--- src/rtl/core/tcg_pkg.sv ---
// tcg_pkg: shared types and constants for the text mode character generator
`timescale 1ns / 1ps

package tcg_pkg;

    localparam int CELL_HEIGHT_DEF = 16;
    localparam int GLYPH_COUNT_DEF = 256;
    localparam int QUEUE_DEPTH     = 2;

    typedef enum logic [1:0] {
        CMD_LOAD_GLYPH   = 2'd0,
        CMD_LOAD_PALETTE = 2'd1,
        CMD_RENDER       = 2'd2
    } cmd_t;

    typedef logic [23:0] color_t;

    typedef struct packed {
        logic [1:0] cmd;
        logic [7:0] char_code;
        logic [7:0] attribute;
        logic [3:0] glyph_row;
        logic [7:0] glyph_byte;
        logic [3:0] palette_index;
        logic [7:0] red_in;
        logic [7:0] green_in;
        logic [7:0] blue_in;
    } item_word_t;

    typedef struct packed {
        logic [7:0] red_out;
        logic [7:0] green_out;
        logic [7:0] blue_out;
        logic       last_pixel;
    } pixel_word_t;

    typedef struct packed {
        color_t     fore;
        color_t     back;
        logic [7:0] bits;
        logic       line_char;
    } render_job_t;

    localparam color_t DEFAULT_COLORS [16] = '{
        24'h000000, 24'h0000FF, 24'h008B00, 24'h008B8B,
        24'h8B0000, 24'h8B008B, 24'hFF4040, 24'hD3D3D3,
        24'hA9A9A9, 24'hADD8E6, 24'h90EE90, 24'hE0FFFF,
        24'hFF0000, 24'hFF00FF, 24'hFFFF00, 24'hFFFFFF
    };

endpackage

--- src/rtl/core/tcg_back.sv ---
// tcg_back: expands the head render job into pixels, one a cycle while the pixel channel is not stalled
`timescale 1ns / 1ps

module tcg_back import tcg_pkg::*; (
    input  logic        clk,
    input  logic        rst_n,
    input  logic        nine_pixel_mode,
    input  render_job_t job,
    input  logic        job_valid,
    output logic        job_pop,
    output logic        pixel_valid,
    input  logic        pixel_stall,
    output pixel_word_t pixel
);

    localparam logic [3:0] LastNine  = 4'd8;
    localparam logic [3:0] LastEight = 4'd7;

    logic [3:0]  cnt_reg;
    logic [3:0]  cnt_next;
    logic        pixel_valid_reg;
    logic        pixel_valid_next;
    pixel_word_t pixel_reg;
    pixel_word_t pixel_next;

    logic        out_adv;
    logic        emit;
    logic        is_last;
    logic        use_fore;
    color_t      color;

    assign out_adv = !pixel_valid_reg || !pixel_stall;
    assign emit    = out_adv && job_valid;
    assign is_last = (cnt_reg == (nine_pixel_mode ? LastNine : LastEight));
    assign job_pop = emit && is_last;

    // ninth column repeats bit 0 only for line drawing codes
    assign use_fore = (cnt_reg == LastNine) ? (job.line_char && job.bits[0])
                                            : job.bits[~cnt_reg[2:0]];
    assign color    = use_fore ? job.fore : job.back;

    always_comb
    begin
        pixel_next            = pixel_reg;
        pixel_next.red_out    = color[23:16];
        pixel_next.green_out  = color[15:8];
        pixel_next.blue_out   = color[7:0];
        pixel_next.last_pixel = is_last;
    end

    always_comb
    begin
        cnt_next         = cnt_reg;
        pixel_valid_next = pixel_valid_reg;
        if (emit)
        begin
            cnt_next         = is_last ? '0 : cnt_reg + 1'b1;
            pixel_valid_next = 1'b1;
        end
        else if (out_adv)
        begin
            pixel_valid_next = 1'b0;
        end
    end

    always_ff @(posedge clk)
    begin
        if (emit)
        begin
            pixel_reg <= pixel_next;
        end
    end

    always_ff @(posedge clk or negedge rst_n)
    begin
        if (!rst_n)
        begin
            cnt_reg         <= '0;
            pixel_valid_reg <= 1'b0;
        end
        else
        begin
            cnt_reg         <= cnt_next;
            pixel_valid_reg <= pixel_valid_next;
        end
    end

    assign pixel_valid = pixel_valid_reg;
    assign pixel       = pixel_reg;

endmodule

--- config.mk ---
export PLATFORM = sky130hd
export DESIGN_NAME = tcg_back
export DESIGN_NICKNAME = d
export VERILOG_FILES = /design/src/rtl/core/tcg_pkg.sv /design/src/rtl/core/tcg_back.sv
export SDC_FILE = /design/constraint.sdc
export NUM_CORES = 1
export LEC_CHECK = 0
export ABC_AREA = 1
export BUFFER_PORTS_ARGS = -buffer_cell sky130_fd_sc_hd__buf_2
export CAP_MARGIN = 5
export CORE_ASPECT_RATIO = 0.6
export CORE_UTILIZATION = 43
export DETAILED_ROUTE_END_ITERATION = 16
export PLACE_DENSITY_LB_ADDON = 0.08
export SETUP_SLACK_MARGIN = 0.3
export SYNTH_ARGS = -nofsm -noshare
export SYNTH_HDL_FRONTEND = slang
export SYNTH_SLANG_ARGS = --single-unit
--- constraint.sdc ---
create_clock -name clk -period 1.8 [get_ports clk]
set_input_delay 0 -clock clk [delete_from_list [all_inputs] [get_ports clk]]
set_output_delay 0 -clock clk [all_outputs]
set_load 0.1 [all_outputs]
==> impl_metrics.py <==
metrics = {
    "outcome": {
        "status": "completed",
    },
    "logic_synthesis": {
        "ys_types": 20,
        "synth_top_cell_by_area": "edfxtp_1",
        "synth_cells": 161,
        "synth_seq_cells": 30,
        "syn-cell-area_um2": 1513,
        "synth_top_area_share_pct": 49.63,
        "synth_area_leaders": "edfxtp_1 (50%), nand2_1 (16%), nand3_1 (10%)",
        "syn_nets": 225,
        "postSynthAreaPerCell_um2": 9.396,
        "yosysWarnings": 0,
        "ys_seq_area_share_pct": 57.90,
    },
    "timing": {
        "finalClockSkew_ps": 4.804,
        "whs_ps": 15.01,
        "hold_viol_final": 0,
        "tightest_slew_ps": 501.2,
        "tns_ps": 0,
        "fmax_mhz": 666.5,
        "fin_crit_ps": 1500,
        "final-setup-viol-count": 0,
        "min_period_over_period_pct": 83.35,
        "slew_headroom_pct": 66.82,
        "slew_viol_final": 0,
        "rsz0062_at_grt": "true",
    },
    "die": {
        "io_pins": 89,
        "die_w_um": 78.57,
        "rows": 16,
        "core_um2": 3303,
        "die_area_um2": 3767,
        "start_util_pct": 45.80,
        "die_h_um": 47.95,
    },
    "clocking": {
        "htreeDepth": 2,
        "clk_path_buf_depth": 2,
        "root_buffer": "clkbuf_8",
        "numCtsBuffers": 5,
        "cts_tree": "built",
        "clock-sinks": 30,
        "clock_latency_ps": 270,
        "clk_pin_slew_ps": 60,
    },
    "global_route": {
        "antenna_found_initial": 0,
        "grt_pass1_vias": 1237,
        "grtUsageTotal_pct": 20.31,
        "grt_pass1_wl_mm": 5.513,
        "grt_max_degree": 25,
        "grt_overflow": 0,
    },
    "critical_path": {
        "cp_max_fo": 13,
        "end_kind": "register",
        "rr_startpoint": "cnt_reg[0]$_DFFE_PN0P_",
        "r2r_end": "pixel[6]$_DFFE_PP_",
        "crit_chain": "inv_4 -> ha_2 -> nand4_4 -> buf_4 -> nand3_1 -> nand2_1",
        "critPathArrivalTime_ps": 1530,
        "r2r_cells": 6,
        "max_stage_delay_ps": 450,
        "cp_slowest_cell": "dfrtp_2",
        "path_class": "reg -> reg",
        "r2r_slack_ps": 300,
        "startpoint_type": "register",
        "critPathRequiredTime_ps": 1830,
    },
    "route": {
        "drc": 0,
        "viasPerCell": 4.584,
        "wl_mm": 3.820,
        "via_count": 1522,
        "dr.pass1.iters": 4,
        "wl_per_cell_um": 11.51,
        "antenna_left": 0,
        "drt_iter0_drc": 45,
    },
    "placed_design": {
        "finalWeightedCongestion": 0.9034,
        "dpl.hpwl_mm": 2.614,
        "port_buffers": 88,
    },
    "layout": {
        "area_growth_pct": 63.69,
        "antenna_cells": 0,
        "final_nets": 351,
        "final_common_cell": "buf_2",
        "largest_register_ff_count": 25,
        "layout-drive-gt1-share_pct": 44.95,
        "layout_common_cells": "buf_2 (87), nand2_1 (62), nand3_1 (30)",
    },
    "power_and_ir_drop": {
        "power.density_nw_per_um2": 1860,
        "fin_total_pwr_mw": 4.605,
        "worst_ir_drop_vdd_v": 0.001197,
        "p_leak_nw": 1.245,
    },
    "worst_hold_path": {
        "hold_end": "pixel[6]$_DFFE_PP_",
        "min_delay_path_depth": 3,
        "worstHoldStart": "job[38]",
        "hold_class": "in -> reg",
    },
    "run": {
        "max-cap-violations": 0,
    },
}
-- cell usage after synthesis (all sizes together) --
library cell	instances
edfxtp	25
ha	2
clkbuf	2
xor2	2
dfrtp	5
nand2	65
nand4	2
o21ai	3
buf	5
nand3	32
nor2	6
nand3b	1
inv	11
-- metal layers --
layer	wire, um	GRT usage, %	up-vias
met4	41	10.37	0
met5	0	0	-
met2	1735	32.52	61
met1	1718	25.21	673
li1	-	-	784
met3	325	7.238	4
-- power by group --
part,switching (mW),internal (mW),leakage (nW)
clock,0.233,0.259,0.0438
sequential,0.0876,1.11,0.299
combinational,2.18,0.734,0.902
total,2.51,2.10,1.24
-- cell type report --
cell class | instances | area (um^2)
tap | 45 | 56.30
timing repair buffer | 126 | 818.3
clock inverter | 2 | 10.01
inverter | 11 | 47.55
multi-input combinational | 113 | 593.1
fill | 254 | 827.0
clock buffer | 5 | 68.82
sequential | 30 | 882.1
-- repair_timing --
item                                   CTS  global route
pin swaps                                1             2
endpoints found under the hold margin   26             0
hold buffers                            23             0
setup endpoints to repair               25            25
resized for setup                        7             4
setup buffers                            5             5
-- cells by family (layout without fill, tap and decap cells) --
logic type      after synthesis  after routing  share of synthesized area (%)
buf+inv                      18            144                          6.617
simple gates                106            106                          31.68
flops                        30             30                          57.90
xor+xnor                      2              2                          1.158
compound gates                3              3                         0.9923
fa+ha+maj                     2              2                          1.654
-- per-stage QoR --
step	instance area (um^2)	utilization, %	setup slack, ps	cells
floorplan	1559	-	85.91	161
global placement	2059	62.35	241.4	292
detailed placement	2059	62.35	217.0	292
CTS	2431	73.60	285.8	327
global route	2476	74.96	206.6	332
finish	2476	74.96	299.6	332
-- worst max-delay path: cells and delay by family, from the launching register on --
family        cells  cell delay (ps)
flops             1              450
fa+ha+maj         1              200
simple gates      3              290
buf+inv           2              320
-- how the worst max path moves through the flow --
stage                                       start                      to  slack (ps)  depth (start not counted)
after global routing       cnt_reg[0]$_DFFE_PN0P_     pixel[19]$_DFFE_PP_         210                          9
after floorplan           pixel_valid$_DFFE_PN0P_  cnt_reg[2]$_DFFE_PN0P_          90                          6
after global placement     cnt_reg[0]$_DFFE_PN0P_      pixel[6]$_DFFE_PP_         240                          7
after detailed placement   cnt_reg[0]$_DFFE_PN0P_      pixel[6]$_DFFE_PP_         220                          7
after CTS                  cnt_reg[3]$_DFFE_PN0P_                 job_pop         290                          7
final                      cnt_reg[0]$_DFFE_PN0P_      pixel[6]$_DFFE_PP_         300                          6
(Power assumes the default switching activity.)
