### src/rtl/core/tcg_pkg.sv
// tcg_pkg: shared types and constants for the text mode character generator
`timescale 1ns / 1ps

package tcg_pkg;

    localparam int CELL_HEIGHT_DEF = 16;
    localparam int GLYPH_COUNT_DEF = 256;
    localparam int QUEUE_DEPTH     = 2;

    typedef enum logic [1:0] {
        CMD_LOAD_GLYPH   = 2'd0,
        CMD_LOAD_PALETTE = 2'd1,
        CMD_RENDER       = 2'd2
    } cmd_t;

    typedef logic [23:0] color_t;

    typedef struct packed {
        logic [1:0] cmd;
        logic [7:0] char_code;
        logic [7:0] attribute;
        logic [3:0] glyph_row;
        logic [7:0] glyph_byte;
        logic [3:0] palette_index;
        logic [7:0] red_in;
        logic [7:0] green_in;
        logic [7:0] blue_in;
    } item_word_t;

    typedef struct packed {
        logic [7:0] red_out;
        logic [7:0] green_out;
        logic [7:0] blue_out;
        logic       last_pixel;
    } pixel_word_t;

    typedef struct packed {
        color_t     fore;
        color_t     back;
        logic [7:0] bits;
        logic       line_char;
    } render_job_t;

    localparam color_t DEFAULT_COLORS [16] = '{
        24'h000000, 24'h0000FF, 24'h008B00, 24'h008B8B,
        24'h8B0000, 24'h8B008B, 24'hFF4040, 24'hD3D3D3,
        24'hA9A9A9, 24'hADD8E6, 24'h90EE90, 24'hE0FFFF,
        24'hFF0000, 24'hFF00FF, 24'hFFFF00, 24'hFFFFFF
    };

endpackage

### src/rtl/core/tcg_queue.sv
// tcg_queue: short queue of render jobs between front and back
`timescale 1ns / 1ps

module tcg_queue import tcg_pkg::*; (
    input  logic        clk,
    input  logic        rst_n,
    input  logic        push,
    input  render_job_t push_job,
    output logic        full,
    input  logic        pop,
    output render_job_t head,
    output logic        head_valid
);

    localparam int PtrW = $clog2(QUEUE_DEPTH);
    localparam int CntW = $clog2(QUEUE_DEPTH + 1);
    localparam logic [PtrW-1:0] LastPtr = PtrW'(QUEUE_DEPTH - 1);
    localparam logic [CntW-1:0] FullCnt = CntW'(QUEUE_DEPTH);

    render_job_t     entry_reg [QUEUE_DEPTH];
    logic [PtrW-1:0] wr_ptr_reg;
    logic [PtrW-1:0] wr_ptr_next;
    logic [PtrW-1:0] rd_ptr_reg;
    logic [PtrW-1:0] rd_ptr_next;
    logic [CntW-1:0] count_reg;
    logic [CntW-1:0] count_next;

    assign full       = (count_reg == FullCnt);
    assign head_valid = (count_reg != '0);
    assign head       = entry_reg[rd_ptr_reg];

    always_comb
    begin
        wr_ptr_next = wr_ptr_reg;
        rd_ptr_next = rd_ptr_reg;
        count_next  = count_reg;
        if (push)
        begin
            wr_ptr_next = (wr_ptr_reg == LastPtr) ? '0 : wr_ptr_reg + 1'b1;
        end
        if (pop)
        begin
            rd_ptr_next = (rd_ptr_reg == LastPtr) ? '0 : rd_ptr_reg + 1'b1;
        end
        if (push && !pop)
        begin
            count_next = count_reg + 1'b1;
        end
        else if (pop && !push)
        begin
            count_next = count_reg - 1'b1;
        end
    end

    always_ff @(posedge clk)
    begin
        if (push)
        begin
            entry_reg[wr_ptr_reg] <= push_job;
        end
    end

    always_ff @(posedge clk or negedge rst_n)
    begin
        if (!rst_n)
        begin
            wr_ptr_reg <= '0;
            rd_ptr_reg <= '0;
            count_reg  <= '0;
        end
        else
        begin
            wr_ptr_reg <= wr_ptr_next;
            rd_ptr_reg <= rd_ptr_next;
            count_reg  <= count_next;
        end
    end

endmodule

### config.mk
export PLATFORM = sky130hd
export DESIGN_NAME = tcg_queue
export DESIGN_NICKNAME = d
export VERILOG_FILES = /design/src/rtl/core/tcg_pkg.sv /design/src/rtl/core/tcg_queue.sv
export SDC_FILE = /design/constraint.sdc
export NUM_CORES = 1
export LEC_CHECK = 0
export BUFFER_PORTS_ARGS = -buffer_cell sky130_fd_sc_hd__buf_2
export CAP_MARGIN = 20
export CORE_MARGIN = 1.5
export CORE_UTILIZATION = 47
export CTS_CLUSTER_SIZE = 16
export DETAILED_ROUTE_END_ITERATION = 8
export PLACE_DENSITY = 0.76
export RECOVER_POWER = 100
export SETUP_SLACK_MARGIN = 0.02
export SYNTH_ARGS = -nofsm -noshare
export SYNTH_HDL_FRONTEND = slang
export SYNTH_SLANG_ARGS = --single-unit
export TNS_END_PERCENT = 100
### constraint.sdc
create_clock -name clk -period 3.5 [get_ports clk]
set_clock_uncertainty 0.15 [all_clocks]
set_input_delay 0.7 -clock clk [delete_from_list [all_inputs] [get_ports clk]]
set_output_delay 0.7 -clock clk [all_outputs]
set_load 0.01 [all_outputs]
==> results.sh, run 1 <==
export IMPL_grtUsageTotal_pct=15.6
export IMPL_root_buffer="clkbuf_8"
export IMPL_violations="capacitance limit, slew limit"
export IMPL_globalplace_congestion=0.680
export IMPL_die_area_um2=9900
export IMPL_vdd_ir_drop_max_mv=0.432
export IMPL_min_period_ns=3.00
export IMPL_fmax_ghz=0.333
export IMPL_ant_nets=0
export IMPL_seq_area_um2=3520
export IMPL_drtPass1Iterations=4
export IMPL_cellLeakagePower_nw=1.93
export IMPL_yosysMostFrequentCell="edfxtp_1"
export IMPL_syn_inst=193
export IMPL_final_hold_violation_count=0
export IMPL_port_buffers=119
export IMPL_stdcell_count=452
export IMPL_antenna_found_initial=1
export IMPL_avgSynthCellArea_um2=22.7
export IMPL_areaGrowthSynthToFinish_pct=25.2
export IMPL_setup_viol=0
export IMPL_synth_top_cells_by_count="114 x edfxtp_1, 37 x mux2_2, 20 x mux2_4"
export IMPL_cts_setup_buffers=0
export IMPL_synth_cell_types=14
export IMPL_overflow=0
export IMPL_post_dp_hpwl_um=4490
export IMPL_n_fill_cell=736
export IMPL_rsz0062_at_grt="no"
export IMPL_arrival_ns=2.15
export IMPL_grt_max_degree=44
export IMPL_start_util_pct=47.8
export IMPL_clk_pin_slew_worst_paths_ns=0.06
export IMPL_drive_gt1_share_pct=33.1
export IMPL_worst_pin_slew_ns=2.27
export IMPL_critPathLaunchType="flop"
export IMPL_drtIter0Drc=58
export IMPL_num_antenna_cells=0
export IMPL_clock_insertion_delay_worst_skew_ns=0.49
export IMPL_holdBufCountCts=1
export IMPL_max_slew_margin_pct=-51.6
export IMPL_synthFlopType="edfxtp_1"
export IMPL_grt_pass1_vias=2262
export IMPL_crit_type="flop to primary output"
export IMPL_fin_nets=391
export IMPL_row_count=35
export IMPL_h_tree_depth=4
export IMPL_drt_wl_total_um=7280
export IMPL_multi_input_area_um2=731
export IMPL_yosysTopAreaCellShare_pct=78.2
export IMPL_reg2reg_depth=2
export IMPL_cts_resized=0
export IMPL_numClockSinks=118
export IMPL_synth_edf_count=114
export IMPL_die_h_um=99.5
export IMPL_cts_made_buffers=17
export IMPL_yosysWarnings=0
export IMPL_yosys_top_cells_area="edfxtp_1 78%, mux2_2 9.5%, mux2_4 6.9%, dfrtp_1 2.3%, xor2_1 0.80%"
export IMPL_vias_per_cell=4.91
export IMPL_hold_class="input pin to flop"
export IMPL_cp_required_ns=2.65
export IMPL_syn_nets=255
export IMPL_pin_count=120
export IMPL_cts_tree="yes"
export IMPL_worstPathMaxFanout=43
export IMPL_wl_per_cell_um=16.1
export IMPL_finalMaxSlewViolations=46
export IMPL_drcViolationCount=0
export IMPL_powerDensity_nw_per_um2=835
export IMPL_cp_end_kind="primary output"
export IMPL_syn_area_um2=4380
export IMPL_hold_depth=1
export IMPL_vias=2218
export IMPL_status="finished, violations left"
export IMPL_grt_pass1_wl_um=11100
export IMPL_tns_ns=0
export IMPL_drv_cap=2
export IMPL_seq_area_frac_synth_pct=80.5
export IMPL_yosys_register_bits=118
export IMPL_yosys_area_top_type="edfxtp_1"
export IMPL_largest_reg_flops=114
export IMPL_fin_crit_sh_pct=85.7
export IMPL_synthArstFlopShare_pct=3.39
export IMPL_chipWidth_um=99.5
export IMPL_dp_cells=420
export IMPL_core_area_um2=9150
export IMPL_clk_path_buf_depth=2
==> final cells by class <==
class | count | area share (%)
repair buffers | 123 | 10.5
well taps | 111 | 2.53
clock inverters | 12 | 1.62
inverters | 1 | 0.0685
flip-flops and latches | 118 | 64.3
clock buffers | 19 | 7.69
multi-input cells | 68 | 13.3
==> power by group <==
part	switching [mW]	total [mW]	internal, mW
Combinational	0.616	1.11	0.499
Sequential	0.0997	1.98	1.88
Clock	0.558	1.48	0.918
Total	1.27	4.57	3.30
==> worst paths after layout <==
kind                             start          endpoint  slack, ns
setup / recovery            rd_ptr_reg          head[38]       0.50
hold / removal             push_job[8]   entry_reg[1][8]       0.24
setup reg to reg            wr_ptr_reg  entry_reg[0][39]       0.61
hold reg to reg             wr_ptr_reg        wr_ptr_reg       0.34
max in group asynchronous        rst_n      count_reg[0]       2.54
min in group asynchronous        rst_n      count_reg[1]       0.45
==> critical path, stage by stage, from the launching register on <==
cell and delay (ns):
dfrtp_1 0.78, buf_12 0.32, mux2_2 0.37, clkbuf_1 0.14
==> cell usage in the layout (no fill, tap or decap) <==
cell,synthesis,routed
and2_0,0,1
or2_2,1,1
mux2_2,37,37
xor2_1,4,4
clkinvlp_4,0,3
clkbuf_16,0,16
dlygate4sd3_1,0,1
clkinv_1,0,3
ha_1,1,1
bufinv_16,0,1
clkbuf_8,0,1
dfrtp_1,4,4
buf_12,0,3
clkbuf_1,0,76
buf_2,3,45
nor2_1,1,1
inv_1,1,1
mux2_4,20,1
nor2b_1,2,2
edfxtp_1,114,114
mux2_1,0,19
clkinv_2,0,5
xnor2_1,1,1
==> per-stage QoR <==
| step | cell area, um2 | power [mW] | hold WS (ns) | util (%) | setup WS [ns] |
|---|---|---|---|---|---|
| after floorplan | 4380 | 2.85 | 0.254 | - | 0.721 |
| after global placement | 5130 | 3.28 | 0.316 | 56.1 | 1.16 |
| after detailed placement | 5130 | 3.30 | 0.338 | 56.1 | 1.16 |
| after CTS | 5650 | 4.79 | 0.211 | 61.8 | 0.617 |
| after global routing | 5480 | 4.79 | 0.212 | 59.9 | 0.355 |
| final | 5480 | 4.57 | 0.239 | 59.9 | 0.500 |
==> layer usage <==
metal | vias up | track usage, % | share of wire (%)
met4 | 2 | 8.67 | 1.7
met2 | 84 | 23.2 | 46
li1 | 1038 | - | -
met1 | 1079 | 19.5 | 45
met5 | - | 0 | 0.18
met3 | 15 | 6.32 | 6.8
==> cell families (layout without fill, tap and decap cells) <==
| kind of cell | Yosys count | after routing | synth area share, % |
|---|---|---|---|
| flip-flops | 118 | 118 | 80.5 |
| multiplexers | 57 | 57 | 16.4 |
| XOR/XNOR | 5 | 5 | 1.00 |
| AND/OR/NAND/NOR | 5 | 5 | 0.657 |
| adder cells (fa/ha/maj) | 1 | 1 | 0.286 |
| buffers and inverters | 7 | 155 | 1.20 |
(Power assumes the default switching activity.)
==> run 2, diff against run 1 <==
--- a/config.mk
+++ b/config.mk
@@ -7,12 +7,11 @@
 export LEC_CHECK = 0
 export BUFFER_PORTS_ARGS = -buffer_cell sky130_fd_sc_hd__buf_2
 export CAP_MARGIN = 20
-export CORE_MARGIN = 1.5
+export CORE_MARGIN = 2
 export CORE_UTILIZATION = 47
 export CTS_CLUSTER_SIZE = 16
 export DETAILED_ROUTE_END_ITERATION = 8
 export PLACE_DENSITY = 0.76
-export RECOVER_POWER = 100
 export SETUP_SLACK_MARGIN = 0.02
 export SYNTH_ARGS = -nofsm -noshare
 export SYNTH_HDL_FRONTEND = slang
==> run 2 against run 1 <==
The flow now finishes without violations. Via count grew 1.2%. Clock-buffer cell count grew 1. Maximum frequency shrank 1.9%. Total power grew 4.6%. Clock power grew 4%. Worst hold slack lost 0.0030 ns. Sequential cell count is the same.
==> results.sh, run 2 (synthesis gave the netlist of run 1 again) <==
export IMPL_cts_resized=0
export IMPL_h_tree_depth=4
export IMPL_setup_viol=0
export IMPL_areaGrowthSynthToFinish_pct=29.6
export IMPL_final_common_cell="buf_2"
export IMPL_grtUsageTotal_pct=15.0
export IMPL_antenna_found_initial=1
export IMPL_worst_pin_slew_ns=0.779
export IMPL_port_buffers=119
export IMPL_grt_pass1_vias=2281
export IMPL_slowest_delay_ns=0.77
export IMPL_reg2reg_slack_ns=1.66
export IMPL_numClockSinks=118
export IMPL_num_antenna_cells=0
export IMPL_hold_class="input pin to flop"
export IMPL_pin_count=120
export IMPL_crit_end="head[43]"
export IMPL_reg2reg_depth=2
export IMPL_rsz0062_at_grt="no"
export IMPL_holdBufCountCts=1
export IMPL_final_hold_violation_count=0
export IMPL_largest_reg_flops=114
export IMPL_finalMaxSlewViolations=0
export IMPL_fmax_ghz=0.327
export IMPL_fin_crit_sh_pct=87.4
export IMPL_drv_cap=0
export IMPL_globalplace_congestion=0.712
export IMPL_grt_max_degree=34
export IMPL_critPathLaunchType="flop"
export IMPL_cts_setup_buffers=0
export IMPL_post_dp_hpwl_um=4810
export IMPL_grt_busiest_layer="met2"
export IMPL_tns_ns=0
export IMPL_crit_start="rd_ptr_reg"
export IMPL_wl_per_cell_um=16.3
export IMPL_r2r_end="entry_reg[0][15]"
export IMPL_chipWidth_um=101
export IMPL_powerDensity_nw_per_um2=843
export IMPL_dp_cells=421
export IMPL_core_area_um2=9150
export IMPL_drt_wl_total_um=7390
export IMPL_stdcell_count=453
export IMPL_use_met3_pct=7.21
export IMPL_min_period_ns=3.06
export IMPL_vias=2244
export IMPL_status="complete, no violations"
export IMPL_drive_gt1_share_pct=61.1
export IMPL_crit_chain="buf_4 -> mux2_2 -> buf_2"
export IMPL_ant_nets=0
export IMPL_use_met2_pct=25.0
export IMPL_cp_required_ns=2.65
export IMPL_drcViolationCount=0
export IMPL_crit_type="flop to primary output"
export IMPL_drtIter0Drc=93
export IMPL_grt_pass1_wl_um=11000
export IMPL_start_util_pct=47.8
export IMPL_clock_insertion_delay_worst_skew_ns=0.49
export IMPL_r2r_start="wr_ptr_reg"
export IMPL_cts_made_buffers=17
export IMPL_overflow=0
export IMPL_grtUsageMet1_pct=16.7
export IMPL_cts_tree="yes"
export IMPL_crit_path_top_delay_cell="dfrtp_2"
export IMPL_cellLeakagePower_nw=2.23
export IMPL_arrival_ns=2.21
export IMPL_vdd_ir_drop_max_mv=0.483
export IMPL_worstPathMaxFanout=28
export IMPL_die_h_um=101
export IMPL_max_slew_margin_pct=47.9
export IMPL_holdWs_ns=0.236
export IMPL_layout_common_cells="119 x buf_2, 114 x edfxtp_1, 37 x mux2_2"
export IMPL_clk_pin_slew_worst_paths_ns=0.05
export IMPL_clk_path_buf_depth=2
export IMPL_vias_per_cell=4.95
export IMPL_cp_end_kind="primary output"
export IMPL_root_buffer="clkbuf_8"
export IMPL_die_area_um2=10100
export IMPL_row_count=35
export IMPL_fin_nets=392
export IMPL_drtPass1Iterations=4
-- run 2: worst max-delay path: cells and delay by family, from the launching register on --
| kind | cells | cell delay [ns] |
|---|---|---|
| DFF | 1 | 0.77 |
| muxes | 1 | 0.38 |
| buffers and inverters | 2 | 0.55 |
-- run 2: worst min path at each step --
stage / start / endpoint / cells after the start / slack, ns
after floorplan: rst_n / count_reg[0] / 0 / 0.25
after global placement: count_reg[1] / count_reg[1] / 1 / 0.31
after detailed placement: count_reg[1] / count_reg[1] / 1 / 0.33
after CTS: push_job[14] / entry_reg[1][14] / 1 / 0.21
after global routing: push_job[6] / entry_reg[0][6] / 1 / 0.21
final: push_job[39] / entry_reg[1][39] / 1 / 0.24
-- run 2: per-layer routing --
| layer | vias to the layer above | share of wire, % |
|---|---|---|
| li1 | 1038 | - |
| met1 | 1116 | 41 |
| met2 | 80 | 51 |
| met3 | 8 | 7.0 |
| met4 | 2 | 0.73 |
| met5 | - | 0.22 |
-- run 2: final cells by class --
class	instances	area, um2
clock buffer	20	425
clock inverter	11	110
fill	673	3480
inverter	1	3.75
multi-input combinational	68	811
sequential	118	3520
tap	111	139
timing repair buffer	124	661
-- run 2: power by group --
group | switching, mW | internal, mW
Sequential | 0.138 | 1.88
Combinational | 0.592 | 0.634
Clock | 0.546 | 0.994
Total | 1.28 | 3.51
-- run 2: metrics by stage --
step | power (mW) | utilization, % | setup WS (ns) | area (um2)
final | 4.78 | 62.0 | 0.441 | 5670
after global routing | 5.01 | 62.0 | 0.313 | 5670
after CTS | 4.86 | 62.0 | 0.387 | 5670
after detailed placement | 3.30 | 56.0 | 0.932 | 5130
after global placement | 3.26 | 56.0 | 0.945 | 5130
after floorplan | 2.85 | - | 0.721 | 4380
